<file path="src/design/dda_pkg.sv">
// Shared types for the DDA line rasterizer: controller states and control/status bundles.
`default_nettype none

package dda_pkg;

  typedef enum logic [1:0] {
    ST_IDLE,
    ST_DIV,
    ST_EMIT
  } state_e;

  typedef struct packed {
    logic load;
    logic div_step;
    logic emit;
  } ctl_cmd_t;

  typedef struct packed {
    logic div_last;
    logic pix_last;
  } ctl_sts_t;

endpackage

`default_nettype wire

</file>
<file path="src/design/dda_ctrl.sv">
// Sequencer for the DDA line rasterizer: load, serial divide, pixel emission.
`default_nettype none

module dda_ctrl (
  input  wire logic              clk_i,
  input  wire logic              rst_ni,
  input  wire logic              start,
  output logic                   busy,
  output logic                   strobe_o,
  output dda_pkg::ctl_cmd_t      cmd_o,
  input  wire dda_pkg::ctl_sts_t sts_i
);

  dda_pkg::state_e state_q, state_d;

  always_ff @(posedge clk_i or negedge rst_ni) begin
    if (!rst_ni) begin
      state_q <= dda_pkg::ST_IDLE;
    end else begin
      state_q <= state_d;
    end
  end

  always_comb begin
    state_d  = state_q;
    cmd_o    = '0;
    busy     = 1'b1;
    strobe_o = 1'b0;
    unique case (state_q)
      dda_pkg::ST_IDLE: begin
        busy = 1'b0;
        if (start) begin
          cmd_o.load = 1'b1;
          state_d    = dda_pkg::ST_DIV;
        end
      end
      dda_pkg::ST_DIV: begin
        cmd_o.div_step = 1'b1;
        if (sts_i.div_last) begin
          state_d = dda_pkg::ST_EMIT;
        end
      end
      dda_pkg::ST_EMIT: begin
        cmd_o.emit = 1'b1;
        strobe_o   = 1'b1;
        if (sts_i.pix_last) begin
          state_d = dda_pkg::ST_IDLE;
        end
      end
      default: begin
        state_d = dda_pkg::ST_IDLE;
      end
    endcase
  end

endmodule

`default_nettype wire

</file>
<file path="src/design/dda_datapath.sv">
// Datapath: endpoint setup, two bit-serial restoring dividers, accumulators and rounding.
`default_nettype none

module dda_datapath #(
  parameter int COORD_BITS = 6,
  parameter int FRAC_BITS  = 16
) (
  input  wire logic                         clk_i,
  input  wire logic                         rst_ni,
  input  wire dda_pkg::ctl_cmd_t            cmd_i,
  output dda_pkg::ctl_sts_t                 sts_o,
  input  wire logic signed [COORD_BITS-1:0] x_start_i,
  input  wire logic signed [COORD_BITS-1:0] y_start_i,
  input  wire logic signed [COORD_BITS-1:0] x_end_i,
  input  wire logic signed [COORD_BITS-1:0] y_end_i,
  output logic signed [COORD_BITS-1:0]      pixel_x_o,
  output logic signed [COORD_BITS-1:0]      pixel_y_o,
  output logic                              last_pixel_o
);

  localparam int CB       = COORD_BITS;
  localparam int DW       = COORD_BITS + FRAC_BITS;  // dividend / quotient width
  localparam int AW       = COORD_BITS + FRAC_BITS + 1;  // accumulator width
  localparam int CntW     = $clog2(DW + 1);
  localparam logic [CntW-1:0] DivLast = CntW'(DW - 1);
  localparam logic [AW-1:0]   Half    = AW'(1) << (FRAC_BITS - 1);

  // setup from the input item
  logic [1:0][CB:0]   diff;
  logic [1:0][CB-1:0] dmag;
  logic [1:0][CB-1:0] start_c;
  logic [CB-1:0]      n_c;

  assign start_c[0] = x_start_i;
  assign start_c[1] = y_start_i;
  assign diff[0] = {x_end_i[CB-1], x_end_i} - {x_start_i[CB-1], x_start_i};
  assign diff[1] = {y_end_i[CB-1], y_end_i} - {y_start_i[CB-1], y_start_i};

  always_comb begin
    for (int a = 0; a < 2; a++) begin
      dmag[a] = diff[a][CB] ? CB'(-diff[a]) : diff[a][CB-1:0];
    end
    n_c = (dmag[0] >= dmag[1]) ? dmag[0] : dmag[1];
  end

  // registers
  logic [CB-1:0]        n_q;
  logic [CB-1:0]        k_q;
  logic [CntW-1:0]      cnt_q;
  logic [1:0]           neg_q;
  logic [1:0][CB-1:0]   rem_q, rem_d;
  logic [1:0][DW-1:0]   dq_q, dq_d;
  logic [1:0][AW-1:0]   acc_q;
  logic [1:0][AW-1:0]   inc;
  logic [1:0][CB:0]     trial;
  logic [1:0]           ge;

  always_comb begin
    for (int a = 0; a < 2; a++) begin
      trial[a] = {rem_q[a], dq_q[a][DW-1]};
      ge[a]    = trial[a] >= {1'b0, n_q};
      rem_d[a] = ge[a] ? CB'(trial[a] - {1'b0, n_q}) : trial[a][CB-1:0];
      dq_d[a]  = {dq_q[a][DW-2:0], ge[a]};
      inc[a]   = neg_q[a] ? AW'(-{{(AW-FRAC_BITS-1){1'b0}}, dq_q[a][FRAC_BITS:0]})
                          : {{(AW-FRAC_BITS-1){1'b0}}, dq_q[a][FRAC_BITS:0]};
    end
  end

  always_ff @(posedge clk_i or negedge rst_ni) begin
    if (!rst_ni) begin
      cnt_q <= '0;
      k_q   <= '0;
    end else if (cmd_i.load) begin
      cnt_q <= '0;
      k_q   <= '0;
    end else begin
      if (cmd_i.div_step) cnt_q <= cnt_q + CntW'(1);
      if (cmd_i.emit)     k_q   <= k_q + CB'(1);
    end
  end

  always_ff @(posedge clk_i) begin
    if (cmd_i.load) begin
      n_q <= n_c;
      for (int a = 0; a < 2; a++) begin
        neg_q[a] <= diff[a][CB];
        rem_q[a] <= '0;
        dq_q[a]  <= {dmag[a], {FRAC_BITS{1'b0}}};
        acc_q[a] <= {start_c[a][CB-1], start_c[a], {FRAC_BITS{1'b0}}};
      end
    end else if (cmd_i.div_step) begin
      rem_q <= rem_d;
      dq_q  <= dq_d;
    end else if (cmd_i.emit) begin
      for (int a = 0; a < 2; a++) begin
        acc_q[a] <= acc_q[a] + inc[a];
      end
    end
  end

  assign sts_o.div_last = (cnt_q == DivLast);
  assign sts_o.pix_last = (k_q == n_q);

  // round half away from zero
  logic [1:0][AW-1:0] amag;
  logic [1:0][AW-1:0] rsum;
  logic [1:0][CB-1:0] pix;

  always_comb begin
    for (int a = 0; a < 2; a++) begin
      amag[a] = acc_q[a][AW-1] ? AW'(-acc_q[a]) : acc_q[a];
      rsum[a] = (amag[a] + Half) >> FRAC_BITS;
      pix[a]  = acc_q[a][AW-1] ? CB'(-rsum[a][CB-1:0]) : rsum[a][CB-1:0];
    end
  end

  assign pixel_x_o    = pix[0];
  assign pixel_y_o    = pix[1];
  assign last_pixel_o = sts_o.pix_last;

endmodule

`default_nettype wire

</file>
<file path="src/design/dda_line_rasterizer.sv">
// Top level of the DDA line rasterizer: controller plus datapath.
// Usage:
//   Command channel: drive x_start_i, y_start_i, x_end_i, y_end_i and raise start;
//   the item is taken at a rising edge with start high and busy low.
//   Result channel: strobe_o is high for one cycle per pixel, with pixel_x_o,
//   pixel_y_o and last_pixel_o valid in that cycle; the receiver cannot stall.
//   Pixels run from the start point to the end point, last_pixel_o marks the
//   end point. Equal endpoints give the start pixel alone.
// Timing:
//   After acceptance the two axis increments come from bit-serial restoring
//   dividers working in parallel, one quotient bit per cycle. Then n+1 pixels
//   follow, one per cycle, n being the larger absolute axis difference; busy
//   is high from acceptance until the cycle after the last pixel.
// Reset: asynchronous, active low; returns to idle, any item in flight is dropped.
`default_nettype none

module dda_line_rasterizer #(
  parameter int COORD_BITS = 6,
  parameter int FRAC_BITS  = 16
) (
  input  wire logic                         clk_i,
  input  wire logic                         rst_ni,
  input  wire logic                         start,
  output logic                              busy,
  input  wire logic signed [COORD_BITS-1:0] x_start_i,
  input  wire logic signed [COORD_BITS-1:0] y_start_i,
  input  wire logic signed [COORD_BITS-1:0] x_end_i,
  input  wire logic signed [COORD_BITS-1:0] y_end_i,
  output logic                              strobe_o,
  output logic signed [COORD_BITS-1:0]      pixel_x_o,
  output logic signed [COORD_BITS-1:0]      pixel_y_o,
  output logic                              last_pixel_o
);

  dda_pkg::ctl_cmd_t cmd;
  dda_pkg::ctl_sts_t sts;

  dda_ctrl u_ctrl (
    .clk_i    (clk_i),
    .rst_ni   (rst_ni),
    .start    (start),
    .busy     (busy),
    .strobe_o (strobe_o),
    .cmd_o    (cmd),
    .sts_i    (sts)
  );

  dda_datapath #(
    .COORD_BITS (COORD_BITS),
    .FRAC_BITS  (FRAC_BITS)
  ) u_datapath (
    .clk_i        (clk_i),
    .rst_ni       (rst_ni),
    .cmd_i        (cmd),
    .sts_o        (sts),
    .x_start_i    (x_start_i),
    .y_start_i    (y_start_i),
    .x_end_i      (x_end_i),
    .y_end_i      (y_end_i),
    .pixel_x_o    (pixel_x_o),
    .pixel_y_o    (pixel_y_o),
    .last_pixel_o (last_pixel_o)
  );

endmodule

`default_nettype wire

</file>
<file path="config.mk">
export PLATFORM = sky130hd
export DESIGN_NAME = dda_line_rasterizer
export DESIGN_NICKNAME = d
export VERILOG_FILES = /design/src/design/dda_pkg.sv /design/src/design/dda_ctrl.sv /design/src/design/dda_datapath.sv /design/src/design/dda_line_rasterizer.sv
export SDC_FILE = /design/constraint.sdc
export NUM_CORES = 1
export LEC_CHECK = 0
export BUFFER_PORTS_ARGS = -buffer_cell sky130_fd_sc_hd__buf_4
export CAP_MARGIN = 30
export CORE_MARGIN = 2
export CORE_UTILIZATION = 57
export CTS_CLUSTER_DIAMETER = 40
export DETAILED_ROUTE_END_ITERATION = 8
export MAX_ROUTING_LAYER = met4
export PLACE_DENSITY = 0.78
export SETUP_SLACK_MARGIN = 0.5
export SYNTH_ARGS = -nofsm -noshare
export SYNTH_HDL_FRONTEND = slang
export SYNTH_SLANG_ARGS = --single-unit
</file>
<file path="constraint.sdc">
create_clock -name clk_i -period 4 [get_ports clk_i]
set_clock_uncertainty 0.1 [all_clocks]
set_input_delay 0.2 -clock clk_i [delete_from_list [all_inputs] [get_ports clk_i]]
set_output_delay 0.2 -clock clk_i [all_outputs]
set_load 0.02 [all_outputs]
</file>
==> results of run 1 <==
==> metal layers <==
layer | up-vias | routed length [um]
met5 | - | 0
met4 | 0 | 1161
met3 | 120 | 1746
met2 | 386 | 13370
met1 | 4289 | 10930
li1 | 4219 | -
==> worst paths after layout <==
path                                   endpoint  depth (start not counted)
setup / recovery           u_datapath.acc_q[20]                         12
hold / removal             u_datapath.acc_q[42]                          3
setup reg to reg           u_datapath.acc_q[20]                         12
hold reg to reg             u_datapath.rem_q[5]                          1
max in group asynchronous   u_datapath.cnt_q[1]                          2
min in group asynchronous   u_datapath.cnt_q[4]                          2
==> synth_stat cells (all sizes together) (16+ instances only) <==
cell,instances,area [um2]
a21o,25,187.7
a21oi,44,220.2
a31oi,18,112.6
clkbuf,44,165.2
dfxtp,76,1521
edfxtp,34,1021
ha,86,1076
inv,66,247.7
mux2i,16,160.2
nand2,147,551.8
nand2b,19,118.9
nand3,39,195.2
nor2,46,172.7
nor3,19,95.09
o21ai,129,645.6
o31ai,21,157.7
xnor2,84,754.5
xor2,39,341.6
==> layout make-up <==
cell class                      instances  area, um2  share of cell area [%]
Inverter                               67      251.5                   2.136
Tap cell                              216      270.3                   2.295
Clock inverter                         13      127.6                   1.084
Sequential cell                       123       2899                   24.62
Multi-Input combinational cell        892       6875                   58.38
Clock buffer                           19      432.9                   3.676
Timing Repair Buffer                  119      919.6                   7.809
==> registers in the layout (all words and copies together) (netlist names) <==
name / cells
u_datapath.k_q: 6
u_datapath.dq_q: 2
u_datapath.acc_q: 46
u_datapath.dq_d: 42
u_datapath.rem_q: 12
u_datapath.cnt_q: 5
u_ctrl.state_q: 2
u_datapath.neg_q: 2
u_datapath.n_q: 6
==> worst max-delay path, cell delays in order (launching register included) <==
cell     delay (ns)
dfxtp_4        0.34
or4_4          0.54
or3_4          0.35
or2_4          0.28
o31ai_1        0.33
xnor2_1        0.21
ha_1           0.34
o21ai_2        0.19
a31oi_4        0.06
or4_4          0.54
a31oi_4        0.15
xor2_1         0.17
o22ai_1        0.08
==> power by group through the flow <==
stage	registers, mW	logic (mW)	clock network [mW]
2_1_floorplan	2.13	4.34	0
3_3_place_gp	2.29	5.38	0
3_5_place_dp	2.31	5.51	0
4_1_cts	2.33	6.22	1.51
5_1_grt	2.46	7.97	1.57
6_report	2.41	7.34	1.50
==> timing repair <==
item,4_1_cts,5_1_grt
setup endpoints to repair,22,31
hold buffers,3,0
pin swaps,34,66
hold endpoints to repair,15,0
setup buffers,30,31
resized for setup,60,94
==> kinds of logic (layout without fill, tap and decap cells) <==
| group | Yosys count | in the layout | share of synthesized area, % |
|---|---|---|---|
| and+or+nand+nor | 342 | 342 | 17.34 |
| AOI/OAI and AO/OA | 316 | 316 | 20.77 |
| xor gates and xnor gates | 123 | 123 | 11.68 |
| DFF | 123 | 123 | 30.55 |
| buffers and inverters | 117 | 218 | 4.865 |
| adders and majority gates | 92 | 92 | 12.74 |
| muxes | 19 | 19 | 2.066 |
==> stage by stage <==
stage / setup WS [ns] / utilization [%] / hold WS, ns / power, mW
floorplan: 0.2944 / - / -0.1956 / 6.468
global placement: 0.1711 / 62.23 / -0.04670 / 7.674
detailed placement: 0.1172 / 62.23 / -0.04692 / 7.821
CTS: 0.2544 / 69.21 / 0.01152 / 10.06
global route: -0.08188 / 73.60 / 0.02861 / 12.01
finish: 0.05559 / 73.60 / 0.02122 / 11.25
==> impl_results.md, run 1 <==
* Status: completed
* First-pass GRT wire length at 39.87 mm
* Synthesized Nets at 1251
* Hold Violations, Final at 0
* GPL Wtd Cong at 0.9304
* HP Start: y_start_i[3]
* Most Crowded Layer GR: met2
* FF-to-FF setup slack at 0.06 ns
* Yosys warnings at 0
* Layout fillers at 1111
* Max Clk Rate at 0.2535 GHz
* Clock buffer depth at 2
* Final clock period utilization by the worst path at 98.61%
* Post-Layout Cell Count at 1449
* RSZ-0062 raised after global routing: true
* DR WL/cell at 18.78 um
* Met2 usage at 47.70%
* Vias in the first global route at 8410
* Vias at 9014
* Row count at 46
* CP Class: flop to flop
* Total placed cells including tap cells at 1353
* # port buffers at 41
* Max_cap viols at 0
* Most common cell after layout, fill and taps aside: nand2_1
* Post-synthesis async set-or-reset flop share at 10.57%
* Die Ht at 132.3 um
* Most common flop cell mapped by yosys: dfxtp_1
* Post-Syn Area per Cell at 8.293 um2
* Initial Utilization at 58.67%
* Lkg Pwr at 4.986 nW
* Comb pwr share at 65.3%
* CTS buffer count at 17
* CTS root buf: clkbuf_16
* Critical path data required time at 4.06 ns
* Leading cell types in the layout, fill and taps excluded: 138 x nand2_1, 116 x o21ai_0, 111 x buf_4
* Crit. End Element: flop
* Routing usage on met3 at 4.537%
* Final WL at 27.21 mm
* Internal at 6.158 mW
* Post-Synthesis Cells at 1132
* Post-synth EDFFs at 34
* Worst slew pin tran at 0.9677 ns
* Io pins at 42
* Share of layout cells above drive strength 1 at 22.06%
* Clock latency on the worst-skew pair at 0.43 ns
* TritonCTS clock tree: done
* DRC errors left at 0
* Core area at 16000 um2
* Sequential Power Share at 21.4%
* Power Density at 955.6 nW/um2
* Worst EP arrival at 4.01 ns
* Seq cells post-synth at 123
* Mapped cell area at 9388 um2
* Vias per cell at 6.221
* Slew margin rel. at 35.49%
* Remaining antenna violation count at 0
* Largest net degree at the start of global routing at 56
* Grt met1 use at 33.37%
* H-tree depth at 4
* Starting DRT DRC Count at 898
* Fin crit period at 3.944 ns
* Post-synth cell types at 67
* Startpoint types: flop
* Post-layout instance area at 11780 um2
* Worst Setup SP: u_datapath.dq_d[9]
* TNS Setup at 0 ns
* Max VDD drop at 0.0008719 V
* Net Sw Power at 5.095 mW
* Clock group share of total power at 13.3%
* Type of the most critical hold path: primary input to flop
* Drt first pass iters at 6
* Detail Placement HPWL at 15.82 mm
* Final setup fails at 0
* Die width at 132.3 um
* Seq/Total Area, Yosys at 30.55%
* N_diodes at 0
* Clock-pin slew on the worst setup and hold paths at 0.06 ns
* GRT overflow at 0
* Initial antenna violation count at 0
* Area grow syn2layout at 25.44%
* Num Clock Sinks at 123
* Placed Instance Area at 9957 um2
* Nets at 1339
* Reg-to-reg startpoint: u_datapath.dq_d[9]
* Max-slew violations at 0
* Total track usage at 28.74%
* Die footprint at 17510 um2
* Max Fanout on Critical Path at 5
* Sw Ratio at 45.27%
Power figures use the tool's default switching activity.
==> run 2, diff against run 1 <==
CORE_UTILIZATION = 40   (was 57)
PLACE_DENSITY = not set   (was 0.78)
==> run 2 against run 1 <==
Design area up 0.40%; highest routed layer unchanged; via count down 7.9%; worst hold slack worse by 0.0045 ns.
==> impl_results.md, run 2 (same netlist as run 1, synthesis figures left out) <==
* Status: completed
* Net Sw Power at 4.807 mW (-5.6%)
* Clock group share of total power at 13.7% (+0.4 points)
* Leading cell types in the layout, fill and taps excluded: 139 x nand2_1, 118 x buf_4, 115 x o21ai_0
* Post-Route Utilization at 50.83% (-23 points)
* Final WL at 24.61 mm (-9.5%)
* Area grow syn2layout at 25.95%
* Largest net degree at the start of global routing at 67 (+20%)
* Largest register FFs at 46 (unchanged)
* Most common cell after layout, fill and taps aside: nand2_1
* Num Clock Sinks at 123 (unchanged)
* Worst EP arrival at 3.82 ns (-0.19 ns)
* Clock latency on the worst-skew pair at 0.42 ns (about the same)
* Most used cell, CP: or4_4
* Max Clk Rate at 0.2649 GHz (+4.5%)
* Worst slew pin tran at 0.8090 ns (-0.1587 ns)
* Starting DRT DRC Count at 446 (-50%)
* Hold Violations, Final at 0 (unchanged)
* Max_cap viols at 0 (unchanged)
* Remaining antenna violation count at 0 (unchanged)
* CTS buffer count at 17 (unchanged)
* Power Density at 920.6 nW/um2 (-3.7%)
* Sw Ratio at 44.16% (-1.1 points)
* Lkg Pwr at 4.964 nW (-0.43%)
* DR WL/cell at 15.78 um (-16%)
* Initial Utilization at 40.36% (-18 points)
* Nets at 1347 (+0.60%)
* First-pass GRT wire length at 39.21 mm (-1.7%)
* Crit. End Element: flop
* Post-Layout Cell Count at 1560 (+7.7%)
* Hold depth at 3 (unchanged)
* Detail Placement HPWL at 16.88 mm (+6.7%)
* Worst path slowest cell: or4_4
* Startpoint types: flop
* Reg2reg end: u_datapath.acc_q[20]
* CP Class: flop to flop
* Die footprint at 24710 um2 (+41%)
* Total placed cells including tap cells at 1465 (+8.3%)
* RSZ-0062 raised after global routing: true
* Layout fillers at 2177 (+96%)
* Top reg by flops: u_datapath.acc_q
* Share of layout cells above drive strength 1 at 21.92% (-0.14 points)
* # port buffers at 41 (unchanged)
* GPL Wtd Cong at 0.8614 (-7.4%)
* Reg-to-reg startpoint: u_datapath.dq_d[8]
* TNS Setup at 0 ns (unchanged)
* Reg2reg path depth at 14 (+2)
* Comb pwr share at 64.6% (-0.7 points)
* Vias at 8301 (-7.9%)
* Die width at 157.2 um (+19%)
* Sequential Power Share at 21.7% (+0.3 points)
* Row count at 56 (+22%)
* Internal at 6.077 mW (-1.3%)
* Crit path max-delay family: simple AND/OR/NAND/NOR gates
* Core area at 23260 um2 (+45%)
* Max-slew violations at 0 (unchanged)
* Fin crit period at 3.775 ns (-0.1695 ns)
* Io pins at 42 (unchanged)
* Critical path data required time at 4.04 ns (-0.02 ns)
* Vias per cell at 5.321 (-14%)
* Clock buffer depth at 2 (unchanged)
* DRC errors left at 0 (unchanged)
* Worst path bufs/invs at 0 (unchanged)
* Worst path max stage delay at 0.53 ns (about the same)
* CTS root buf: clkbuf_16
* Stages on the worst setup path at 14 (+2)
* Final clock period utilization by the worst path at 94.37% (-4.2 points)
* FF-to-FF setup slack at 0.23 ns (+0.17 ns)
* Slew margin rel. at 46.01% (+11 points)
* Final setup fails at 0 (unchanged)
* Worst Setup SP: u_datapath.dq_d[8]
* Initial antenna violation count at 0 (unchanged)
* Drt first pass iters at 5 (-1)
* N_diodes at 0 (unchanged)
* Clock-pin slew on the worst setup and hold paths at 0.06 ns (about the same)
* Critical path, cell by cell: or4_4 > or3_4 > or2_4 > nand2_2 > xnor2_1 > ha_1 > and3_4 > nand3_4 > or4_4 > a31oi_4 > or4_4 > a31oi_2 > xor2_1 > o22ai_1
* TritonCTS clock tree: done
* CP endpoint: u_datapath.acc_q[20]
* H-tree depth at 4 (unchanged)
* Max Fanout on Critical Path at 4 (-1)
* Die Ht at 157.2 um (+19%)
* Type of the most critical hold path: primary input to flop
* Vias in the first global route at 7743 (-7.9%)
* Total track usage at 20.54% (-8.2 points)
* Max VDD drop at 0.0007137 V (-18%)
* GRT overflow at 0 (unchanged)
run 2: cell type report:
type                       instances  area [um2]  area share, %
inverter                          67       251.5          2.127
timing repair buffer             127       982.2          8.307
multi-input combinational        892        6740          57.01
clock buffer                      19       442.9          3.746
tap                              319       399.1          3.376
clock inverter                    13       117.6         0.9947
sequential                       123        2890          24.44
run 2: how the worst min path moves through the flow:
stage / start / end / slack (ns)
floorplan: rst_ni / u_ctrl.state_q[0] / -0.20
global placement: rst_ni / u_ctrl.state_q[1] / -0.05
detailed placement: rst_ni / u_ctrl.state_q[0] / -0.05
CTS: y_start_i[5] / u_datapath.acc_q[45] / 0.002
global route: y_start_i[5] / u_datapath.acc_q[45] / 0.04
finish: y_start_i[5] / u_datapath.acc_q[45] / 0.02
run 2: power groups by stage:
stage | combinational [mW] | clock, mW | sequential, mW
after detailed placement | 5.62 | 0 | 2.31
after CTS | 6.33 | 1.52 | 2.33
after floorplan | 4.34 | 0 | 2.13
final | 7.04 | 1.49 | 2.36
after global placement | 5.56 | 0 | 2.30
after global routing | 7.76 | 1.58 | 2.43
run 2: per-layer routing:
metal | global-route usage [%] | part of all wire, % | vias to the layer above
li1 | - | - | 4237
met1 | 26.14 | 47 | 3921
met2 | 33.60 | 48 | 108
met3 | 3.001 | 2.5 | 35
met4 | 6.710 | 2.4 | 0
met5 | - | 0 | -
run 2: worst register-to-register path: cells and delay by family (launching register included):
kind / cells / cell delay [ns]
flops: 1 / 0.34
xor+xnor: 2 / 0.19
compound gates: 3 / 0.35
simple gates: 8 / 2.16
fa+ha+maj: 1 / 0.36
run 2: repair_timing:
action	CTS	global route
gates resized for setup	57	75
endpoints found under the setup margin	21	33
endpoints found under the hold margin	16	0
setup buffers	30	29
hold buffers	4	0
pin swaps	33	61
run 2: per-stage QoR:
stage	hold WS [ns]	power [mW]	area [um2]	setup slack [ns]
detailed placement	-0.04649	7.932	10160	0.1399
global placement	-0.04546	7.866	10150	0.1739
finish	0.01669	10.88	11820	0.2251
global route	0.03768	11.77	11820	0.07148
CTS	0.001991	10.18	11250	0.2552
floorplan	-0.1956	6.468	9469	0.2944
